File: src/hdl/spq_pkg.sv
// spq_pkg: command and status codes, plus the control and status structs
// that join the sorted priority queue controller and its datapath.
// No dependencies.
`timescale 1ns / 1ps

package spq_pkg;

    localparam logic [1:0] OP_INSERT = 2'd0;
    localparam logic [1:0] OP_POP    = 2'd1;
    localparam logic [1:0] OP_CHANGE = 2'd2;
    localparam logic [1:0] OP_CLEAR  = 2'd3;

    localparam logic [1:0] ST_OK      = 2'd0;
    localparam logic [1:0] ST_EMPTY   = 2'd1;
    localparam logic [1:0] ST_FULL    = 2'd2;
    localparam logic [1:0] ST_MISSING = 2'd3;

    localparam int PRIO_BITS = 16;
    localparam int PORT_TAG_BITS = 16;

    // controller to datapath
    typedef struct packed {
        logic       load_in;
        logic       wr_en;
        logic       wr_sel_new;
        logic       set_status;
        logic [1:0] status_code;
        logic       cap_popped;
        logic       out_load;
    } dp_cmd_t;

    // datapath to controller
    typedef struct packed {
        logic [1:0] cmd;
        logic       prio_gt;
        logic       tag_eq;
        logic       out_free;
    } dp_stat_t;

endpackage

File: src/hdl/spq_datapath.sv
// spq_datapath: entry memory, command payload registers, compares and the
// result register of the sorted priority queue.
// Depends on spq_pkg.
`timescale 1ns / 1ps

module spq_datapath #(
    parameter int CAPACITY = 16,
    parameter int TAG_BITS = 16,
    localparam int AW = (CAPACITY > 1) ? $clog2(CAPACITY) : 1,
    localparam int CW = $clog2(CAPACITY + 1)
) (
    input  logic              aclk,
    input  logic              aresetn,
    input  logic [1:0]        s_cmd,
    input  logic [15:0]       s_patient_tag,
    input  logic [15:0]       s_priority_req,
    output logic              m_valid,
    input  logic              m_ready,
    output logic [1:0]        m_status,
    output logic [15:0]       m_popped_tag,
    output logic              m_front_valid,
    output logic [15:0]       m_front_tag,
    output logic [15:0]       m_front_priority,
    output logic [4:0]        m_occupancy_count,
    input  spq_pkg::dp_cmd_t  cmd_i,
    output spq_pkg::dp_stat_t stat_o,
    input  logic [AW-1:0]     rd_addr,
    input  logic [AW-1:0]     wr_addr,
    input  logic [CW-1:0]     count
);
    import spq_pkg::*;

    localparam int TW = (TAG_BITS < PORT_TAG_BITS) ? TAG_BITS : PORT_TAG_BITS;
    localparam int EW = PRIO_BITS + TW;

    logic [EW-1:0]        mem [CAPACITY];
    logic [EW-1:0]        rd_data_reg;
    logic [EW-1:0]        wr_data;
    logic [1:0]           cmd_reg;
    logic [TW-1:0]        tag_reg;
    logic [PRIO_BITS-1:0] prio_reg;
    logic [1:0]           status_reg;
    logic [TW-1:0]        popped_reg;
    logic                 m_valid_reg;
    logic [1:0]           m_status_reg;
    logic [15:0]          m_popped_reg;
    logic                 m_front_valid_reg;
    logic [15:0]          m_front_tag_reg;
    logic [15:0]          m_front_prio_reg;
    logic [4:0]           m_occ_reg;

    logic [TW-1:0]        rd_tag;
    logic [PRIO_BITS-1:0] rd_prio;
    logic [TW+15:0]       popped_ext;
    logic [TW+15:0]       front_tag_ext;
    logic [CW+4:0]        count_ext;
    logic                 not_empty;

    assign rd_tag  = rd_data_reg[TW-1:0];
    assign rd_prio = rd_data_reg[EW-1:TW];
    assign wr_data = cmd_i.wr_sel_new ? {prio_reg, tag_reg} : rd_data_reg;

    assign popped_ext    = {16'b0, popped_reg};
    assign front_tag_ext = {16'b0, rd_tag};
    assign count_ext     = {5'b0, count};
    assign not_empty     = (count != '0);

    assign stat_o.cmd      = cmd_reg;
    assign stat_o.prio_gt  = (rd_prio > prio_reg);
    assign stat_o.tag_eq   = (rd_tag == tag_reg);
    assign stat_o.out_free = !m_valid_reg || m_ready;

    // entry memory, one write and one registered read per cycle
    always_ff @(posedge aclk) begin
        if (cmd_i.wr_en) begin
            mem[wr_addr] <= wr_data;
        end
        rd_data_reg <= mem[rd_addr];
    end

    always_ff @(posedge aclk) begin
        if (cmd_i.load_in) begin
            cmd_reg    <= s_cmd;
            tag_reg    <= s_patient_tag[TW-1:0];
            prio_reg   <= s_priority_req;
            status_reg <= ST_OK;
            popped_reg <= '0;
        end else begin
            if (cmd_i.set_status) begin
                status_reg <= cmd_i.status_code;
            end
            if (cmd_i.cap_popped) begin
                popped_reg <= rd_tag;
            end
        end
    end

    // result register, front comes from slot 0 read in the cycle before
    always_ff @(posedge aclk) begin
        if (cmd_i.out_load) begin
            m_status_reg      <= status_reg;
            m_popped_reg      <= popped_ext[15:0];
            m_front_valid_reg <= not_empty;
            m_front_tag_reg   <= not_empty ? front_tag_ext[15:0] : 16'd0;
            m_front_prio_reg  <= not_empty ? rd_prio : 16'd0;
            m_occ_reg         <= count_ext[4:0];
        end
    end

    always_ff @(posedge aclk) begin
        if (!aresetn) begin
            m_valid_reg <= 1'b0;
        end else if (cmd_i.out_load) begin
            m_valid_reg <= 1'b1;
        end else if (m_ready) begin
            m_valid_reg <= 1'b0;
        end
    end

    assign m_valid           = m_valid_reg;
    assign m_status          = m_status_reg;
    assign m_popped_tag      = m_popped_reg;
    assign m_front_valid     = m_front_valid_reg;
    assign m_front_tag       = m_front_tag_reg;
    assign m_front_priority  = m_front_prio_reg;
    assign m_occupancy_count = m_occ_reg;

endmodule

File: src/hdl/spq_ctrl.sv
// spq_ctrl: command sequencer of the sorted priority queue; holds the entry
// count and the scan index and drives the datapath memory addresses.
// Depends on spq_pkg.
`timescale 1ns / 1ps

module spq_ctrl #(
    parameter int CAPACITY = 16,
    localparam int AW = (CAPACITY > 1) ? $clog2(CAPACITY) : 1,
    localparam int CW = $clog2(CAPACITY + 1)
) (
    input  logic              aclk,
    input  logic              aresetn,
    input  logic              s_valid,
    output logic              s_ready,
    output spq_pkg::dp_cmd_t  cmd_o,
    input  spq_pkg::dp_stat_t stat_i,
    output logic [AW-1:0]     rd_addr,
    output logic [AW-1:0]     wr_addr,
    output logic [CW-1:0]     count
);
    import spq_pkg::*;

    localparam logic [3:0] S_IDLE      = 4'd0;
    localparam logic [3:0] S_DISPATCH  = 4'd1;
    localparam logic [3:0] S_INS_START = 4'd2;
    localparam logic [3:0] S_INS_RD    = 4'd3;
    localparam logic [3:0] S_INS_CMP   = 4'd4;
    localparam logic [3:0] S_INS_PUT   = 4'd5;
    localparam logic [3:0] S_POP_RD    = 4'd6;
    localparam logic [3:0] S_POP_CAP   = 4'd7;
    localparam logic [3:0] S_SHF_CHK   = 4'd8;
    localparam logic [3:0] S_SHF_WR    = 4'd9;
    localparam logic [3:0] S_SRCH_RD   = 4'd10;
    localparam logic [3:0] S_SRCH_CMP  = 4'd11;
    localparam logic [3:0] S_FRONT_RD  = 4'd12;
    localparam logic [3:0] S_OUT       = 4'd13;

    localparam logic [CW-1:0] CAP_CW = CW'(CAPACITY);

    logic [3:0]    state_reg, state_next;
    logic [CW-1:0] k_reg, k_next;
    logic [CW-1:0] count_reg, count_next;
    logic [CW-1:0] k_dec, k_inc;

    assign k_dec = k_reg - 1'b1;
    assign k_inc = k_reg + 1'b1;
    assign count = count_reg;

    always_ff @(posedge aclk) begin
        if (!aresetn) begin
            state_reg <= S_IDLE;
            k_reg     <= '0;
            count_reg <= '0;
        end else begin
            state_reg <= state_next;
            k_reg     <= k_next;
            count_reg <= count_next;
        end
    end

    always_comb begin
        state_next = state_reg;
        k_next     = k_reg;
        count_next = count_reg;
        cmd_o      = '0;
        rd_addr    = '0;
        wr_addr    = k_reg[AW-1:0];
        s_ready    = 1'b0;

        case (state_reg)
            S_IDLE: begin
                s_ready = 1'b1;
                if (s_valid) begin
                    cmd_o.load_in = 1'b1;
                    state_next    = S_DISPATCH;
                end
            end
            S_DISPATCH: begin
                case (stat_i.cmd)
                    OP_INSERT: begin
                        if (count_reg == CAP_CW) begin
                            cmd_o.set_status  = 1'b1;
                            cmd_o.status_code = ST_FULL;
                            state_next        = S_FRONT_RD;
                        end else begin
                            state_next = S_INS_START;
                        end
                    end
                    OP_POP: begin
                        if (count_reg == '0) begin
                            cmd_o.set_status  = 1'b1;
                            cmd_o.status_code = ST_EMPTY;
                            state_next        = S_FRONT_RD;
                        end else begin
                            state_next = S_POP_RD;
                        end
                    end
                    OP_CHANGE: begin
                        if (count_reg == '0) begin
                            cmd_o.set_status  = 1'b1;
                            cmd_o.status_code = ST_EMPTY;
                            state_next        = S_FRONT_RD;
                        end else begin
                            k_next     = '0;
                            state_next = S_SRCH_RD;
                        end
                    end
                    default: begin
                        count_next = '0;
                        state_next = S_FRONT_RD;
                    end
                endcase
            end
            // insert scans from the back, moving larger entries up one slot
            S_INS_START: begin
                k_next     = count_reg;
                state_next = (count_reg == '0) ? S_INS_PUT : S_INS_RD;
            end
            S_INS_RD: begin
                rd_addr    = k_dec[AW-1:0];
                state_next = S_INS_CMP;
            end
            S_INS_CMP: begin
                if (stat_i.prio_gt) begin
                    cmd_o.wr_en = 1'b1;
                    k_next      = k_dec;
                    state_next  = (k_dec == '0) ? S_INS_PUT : S_INS_RD;
                end else begin
                    state_next = S_INS_PUT;
                end
            end
            S_INS_PUT: begin
                cmd_o.wr_en      = 1'b1;
                cmd_o.wr_sel_new = 1'b1;
                count_next       = count_reg + 1'b1;
                state_next       = S_FRONT_RD;
            end
            S_POP_RD: begin
                state_next = S_POP_CAP;
            end
            S_POP_CAP: begin
                cmd_o.cap_popped = 1'b1;
                k_next           = '0;
                state_next       = S_SHF_CHK;
            end
            // removal closes the gap at k by moving later entries down
            S_SHF_CHK: begin
                if (k_inc < count_reg) begin
                    rd_addr    = k_inc[AW-1:0];
                    state_next = S_SHF_WR;
                end else begin
                    count_next = count_reg - 1'b1;
                    state_next = (stat_i.cmd == OP_CHANGE) ? S_INS_START : S_FRONT_RD;
                end
            end
            S_SHF_WR: begin
                cmd_o.wr_en = 1'b1;
                k_next      = k_inc;
                state_next  = S_SHF_CHK;
            end
            S_SRCH_RD: begin
                rd_addr    = k_reg[AW-1:0];
                state_next = S_SRCH_CMP;
            end
            S_SRCH_CMP: begin
                if (stat_i.tag_eq) begin
                    state_next = S_SHF_CHK;
                end else if (k_inc == count_reg) begin
                    cmd_o.set_status  = 1'b1;
                    cmd_o.status_code = ST_MISSING;
                    state_next        = S_FRONT_RD;
                end else begin
                    k_next     = k_inc;
                    state_next = S_SRCH_RD;
                end
            end
            S_FRONT_RD: begin
                state_next = S_OUT;
            end
            S_OUT: begin
                // rd_addr stays at slot 0 so the front data holds while stalled
                if (stat_i.out_free) begin
                    cmd_o.out_load = 1'b1;
                    state_next     = S_IDLE;
                end
            end
            default: begin
                state_next = S_IDLE;
            end
        endcase
    end

endmodule

File: src/hdl/sorted_priority_queue.sv
// Sorted priority queue, one command beat in, one result beat out.
// The time from accept to result valid grows with the entries searched and moved, since
// the one-read one-write entry memory handles them one at a time. Next beat is taken the
// cycle after the result loads, even while it waits. Reset (aresetn low, synchronous)
// empties the queue.
`timescale 1ns / 1ps

module sorted_priority_queue #(
    parameter int CAPACITY = 16,
    parameter int TAG_BITS = 16
) (
    input  logic        aclk,
    input  logic        aresetn,
    input  logic        s_valid,
    output logic        s_ready,
    input  logic [1:0]  s_cmd,
    input  logic [15:0] s_patient_tag,
    input  logic [15:0] s_priority_req,
    output logic        m_valid,
    input  logic        m_ready,
    output logic [1:0]  m_status,
    output logic [15:0] m_popped_tag,
    output logic        m_front_valid,
    output logic [15:0] m_front_tag,
    output logic [15:0] m_front_priority,
    output logic [4:0]  m_occupancy_count
);
    import spq_pkg::*;

    localparam int AW = (CAPACITY > 1) ? $clog2(CAPACITY) : 1;
    localparam int CW = $clog2(CAPACITY + 1);

    dp_cmd_t       dp_cmd;
    dp_stat_t      dp_stat;
    logic [AW-1:0] rd_addr;
    logic [AW-1:0] wr_addr;
    logic [CW-1:0] count;

    spq_ctrl #(
        .CAPACITY (CAPACITY)
    ) u_ctrl (
        .aclk    (aclk),
        .aresetn (aresetn),
        .s_valid (s_valid),
        .s_ready (s_ready),
        .cmd_o   (dp_cmd),
        .stat_i  (dp_stat),
        .rd_addr (rd_addr),
        .wr_addr (wr_addr),
        .count   (count)
    );

    spq_datapath #(
        .CAPACITY (CAPACITY),
        .TAG_BITS (TAG_BITS)
    ) u_datapath (
        .aclk              (aclk),
        .aresetn           (aresetn),
        .s_cmd             (s_cmd),
        .s_patient_tag     (s_patient_tag),
        .s_priority_req    (s_priority_req),
        .m_valid           (m_valid),
        .m_ready           (m_ready),
        .m_status          (m_status),
        .m_popped_tag      (m_popped_tag),
        .m_front_valid     (m_front_valid),
        .m_front_tag       (m_front_tag),
        .m_front_priority  (m_front_priority),
        .m_occupancy_count (m_occupancy_count),
        .cmd_i             (dp_cmd),
        .stat_o            (dp_stat),
        .rd_addr           (rd_addr),
        .wr_addr           (wr_addr),
        .count             (count)
    );

endmodule

File: config.mk
export PLATFORM = sky130hd
export DESIGN_NAME = sorted_priority_queue
export DESIGN_NICKNAME = d
export VERILOG_FILES = /design/src/hdl/spq_pkg.sv /design/src/hdl/spq_datapath.sv /design/src/hdl/spq_ctrl.sv /design/src/hdl/sorted_priority_queue.sv
export SDC_FILE = /design/constraint.sdc
export NUM_CORES = 1
export LEC_CHECK = 0
export BUFFER_PORTS_ARGS = -buffer_cell sky130_fd_sc_hd__buf_4
export CORE_MARGIN = 5
export CORE_UTILIZATION = 50
export DETAILED_ROUTE_END_ITERATION = 12
export GPL_TIMING_DRIVEN = 0
export MAX_ROUTING_LAYER = met4
export PLACE_DENSITY = 0.74
export RECOVER_POWER = 100
export SLEW_MARGIN = 10
export SYNTH_ARGS = -nofsm -noshare
export SYNTH_HDL_FRONTEND = slang
export SYNTH_SLANG_ARGS = --single-unit
File: constraint.sdc
create_clock -name aclk -period 11.2 [get_ports aclk]
set_input_delay 1.68 -clock aclk [delete_from_list [all_inputs] [get_ports aclk]]
set_output_delay 1.68 -clock aclk [all_outputs]
set_load 0.05 [all_outputs]
==> impl_results.md <==
- Critical path's top delay family: buffers and inverters
- Nature of the critical path endpoint: flip-flop
- Synthesized cell area: 26900 sq um
- Layout Nets: about 2100
- GRT overflow: 0
- Hold WS: 0.433 ns
- Layout cells sized above 1: 0.121
- Setup TNS: 0 ns
- Hold Buf Count CTS: 0
- Syn Nets: approximately 1800
- Iteration-0 DRC Markers: roughly 1800
- I/O pin total: 96
- Antenna violations before repair: 2
- Total GRT Usage: 0.233
- Sequential-to-total area share from yosys stat: 0.720
- Minimum clock period: 5.75 ns
- Worst Path Max Fanout: 10
- Slew Viols, Final: 38
- First-pass GRT wire length: 102000 um
- Slew headroom: -0.0367
- Buffers on Ports: 95
- Measured slew at the worst slew-check pin: 1.54 ns
- Worst-path clk slew: 0.06 ns
- WP data arrival: about 6.2 ns
- Internal: 0.00498 W
- P_leak: 10.9 nW
- Stages on the worst setup path: 13
- Max FFs per register: approximately 510
- Worst hold path class: flip-flop to flip-flop
- CTS root buffer: clkbuf_16
- Largest net degree at the start of global routing: 28
- Post-DP HPWL: 47400 um
- Adder-cell share of the synthesized area: 0.0165
- Logic pwr share: 0.216
- Starting Density: 0.502
- CP cell instances: clkbuf_1 > inv_1 > xnor2_1 > inv_1 > ha_1 > and4_1 > a221oi_1 > a32oi_1 > clkbuf_1 > clkbuf_1 > clkbuf_1 > a32oi_1 > a221o_1
- WP data required: 11.67 ns
- Kind of critical path: flip-flop to flip-flop
- Post-synthesis cell type count: 67
- XOR/XNOR share of the synthesized area: 0.00813
- R2R cell count: 13
- Post-synthesis cell count: between 1500 and 2000
- Fraction of registers with async set/reset: 0
- Layout Skew: 0.0239 ns
- Max cap viols: 4
- Worst Setup Start Kind: flip-flop
- Post-cts sizing count: 0
- Site Rows: 85
- Final setup viols: 0
- Flop pwr share: 0.472
- Commonest cells after routing, fill and taps aside: 602 x edfxtp_1, 242 x nand2_1, 192 x clkbuf_1, 132 x mux2i_1, 95 x a21oi_1
- Drc violations: 0
- Wirelength per Cell: 24.8 um
- WP buf/inv: 6
- Cts bufs inserted: 67
- DR vias: approximately 17000
- Synth Flop Type: edfxtp_1
- Die Area: 58600 sq um
- Pwr dens: 232 nW/um^2
- Hold depth: 0
- Vias in the first global route: 16700
- RSZ-0062 raised after global routing: false
- Fillcell total: just over 4000
- Most common cell after layout, fill and taps aside: edfxtp_1
- Area Growth Syn to Fin: 14.1%
- DRT Wirelength: 68400 um
- Vias per inst: approximately 6.0
- Post-route ant nets: 0
- Synth warn: 0
- Diodes inserted: 0
- Fmax: 174 MHz
- Post-synth EDFFs: 602
- Deepest clock path buffer count: 3
- Clock power frac: 0.311
- Multiplexer share of the synthesized area: 0.0884
- Final Total Pwr: 0.00714 W
- Status: finished with violations
- Clk Latency, worst-skew pair: 0.61 ns
- Sw frac: 0.303
- Failing checks: capacitance limit, slew limit
- Sw Pwr: 0.00216 W
- Most frequent CP cell: clkbuf_1
- Setup bufs post-CTS: 0
- H-tree levels: 3
- CP max stage delay: 0.91 ns
- Post-Synth Simple-Gate Area: 0.0648
- Max IR drop VDD: 0.119 mV
- Synth Area in Compound Gates: 0.0805
- TritonCTS clock tree: done
- Router iterations before antenna repair: 6
- Slowest-stage cell, CP: a32oi_1
- Combinational family with the most area after synthesis: multiplexers
- Die height: 242 um
- Crit share post-route: 0.514
- Core area: about 54000 sq um
- Clk sink count: 667
- Gpl congestion: roughly 0.89
- Hold Vio Cnt, Final: 0
- #FFs+latches synth: between 600 and 700
- Syn Area/Cell: roughly 15 sq um
- Die width: 242 um
==> routing by layer <==
layer	up-vias	GRT usage	wire (um)
met1	8244	0.285	26100
met5	-	-	0
met2	811	0.383	33700
li1	7300	-	-
met4	0	0.0933	2550
met3	179	0.0503	5940
==> synth_stat cells, types with 4 or more instances <==
cell type  instances  area share
edfxtp_1         602        0.67
nand2_1          242       0.034
mux2i_1          132       0.049
a21oi_1           95       0.018
mux2_2            94       0.039
a32oi_1           65       0.021
dfxtp_1           65       0.048
clkbuf_1          41      0.0057
o22ai_1           36      0.0084
and2_1            35      0.0081
ha_1              34       0.016
buf_2             33      0.0061
inv_1             33      0.0046
a221o_1           32       0.012
nor2_1            29      0.0040
xor2_1            19      0.0062
nor3_1            18      0.0033
buf_1             16      0.0022
nor2b_1           13      0.0030
o21ai_0           11      0.0020
buf_4             10      0.0028
nor4_1            10      0.0023
nand2b_1           9      0.0021
a21o_1             8      0.0022
nand3_1            7      0.0013
a211oi_1           6      0.0017
nand4_1            6      0.0014
xnor2_1            6      0.0020
a2111oi_0          4      0.0013
a22oi_1            4      0.0011
a31oi_1            4     0.00093
o21a_1             4      0.0011
==> power by group through the flow <==
stage	clock (W)	combinational (W)	sequential, W
after global routing	0.00235	0.00166	0.00338
after detailed placement	0	0.00159	0.00341
final	0.00222	0.00155	0.00337
after global placement	0	0.00149	0.00343
after floorplan	0	0.00104	0.00334
after CTS	0.00225	0.00160	0.00336
==> kinds of logic after synthesis <==
kind of cell / after synthesis
flops: 667
simple gates: 388
compound gates: 300
mux: 226
buf+inv: 135
fa+ha+maj: 35
xor+xnor: 25
==> worst paths after layout <==
check | from | to | slack (ns)
worst max-delay path | u_ctrl.k_reg[3]$_SDFFE_PN0P_ | u_datapath.rd_data_reg[26]$_DFF_P_ | 5.45
worst max register to register | u_ctrl.k_reg[3]$_SDFFE_PN0P_ | u_datapath.rd_data_reg[26]$_DFF_P_ | 5.45
worst min-delay path | u_datapath.popped_reg[7]$_SDFFE_PP0P_ | u_datapath.m_popped_tag[7]$_DFFE_PP_ | 0.43
worst min register to register | u_datapath.popped_reg[7]$_SDFFE_PP0P_ | u_datapath.m_popped_tag[7]$_DFFE_PP_ | 0.43
==> area by class of cell <==
cell class / count / area [sq um] / area share
tap: 696 / 871 / 0.0283
multi-input combinational: 974 / 6930 / 0.225
inverter: 34 / 128 / 0.00415
timing repair buffer: 168 / 758 / 0.0247
clock inverter: 39 / 349 / 0.0114
sequential: 667 / 19400 / 0.631
clock buffer: 83 / 1860 / 0.0606
buffer: 101 / 454 / 0.0148
==> through the flow <==
step,worst slack [ns],util,cells,area (sq um)
after CTS,6.27,0.586,2762,31400
after floorplan,5.07,-,1776,26900
after global routing,5.24,0.573,2762,30700
after global placement,1.91,0.532,2567,28500
final,5.45,0.573,2762,30700
after detailed placement,6.29,0.544,2640,29200
Note: power is estimated with default switching activity, not from simulation.
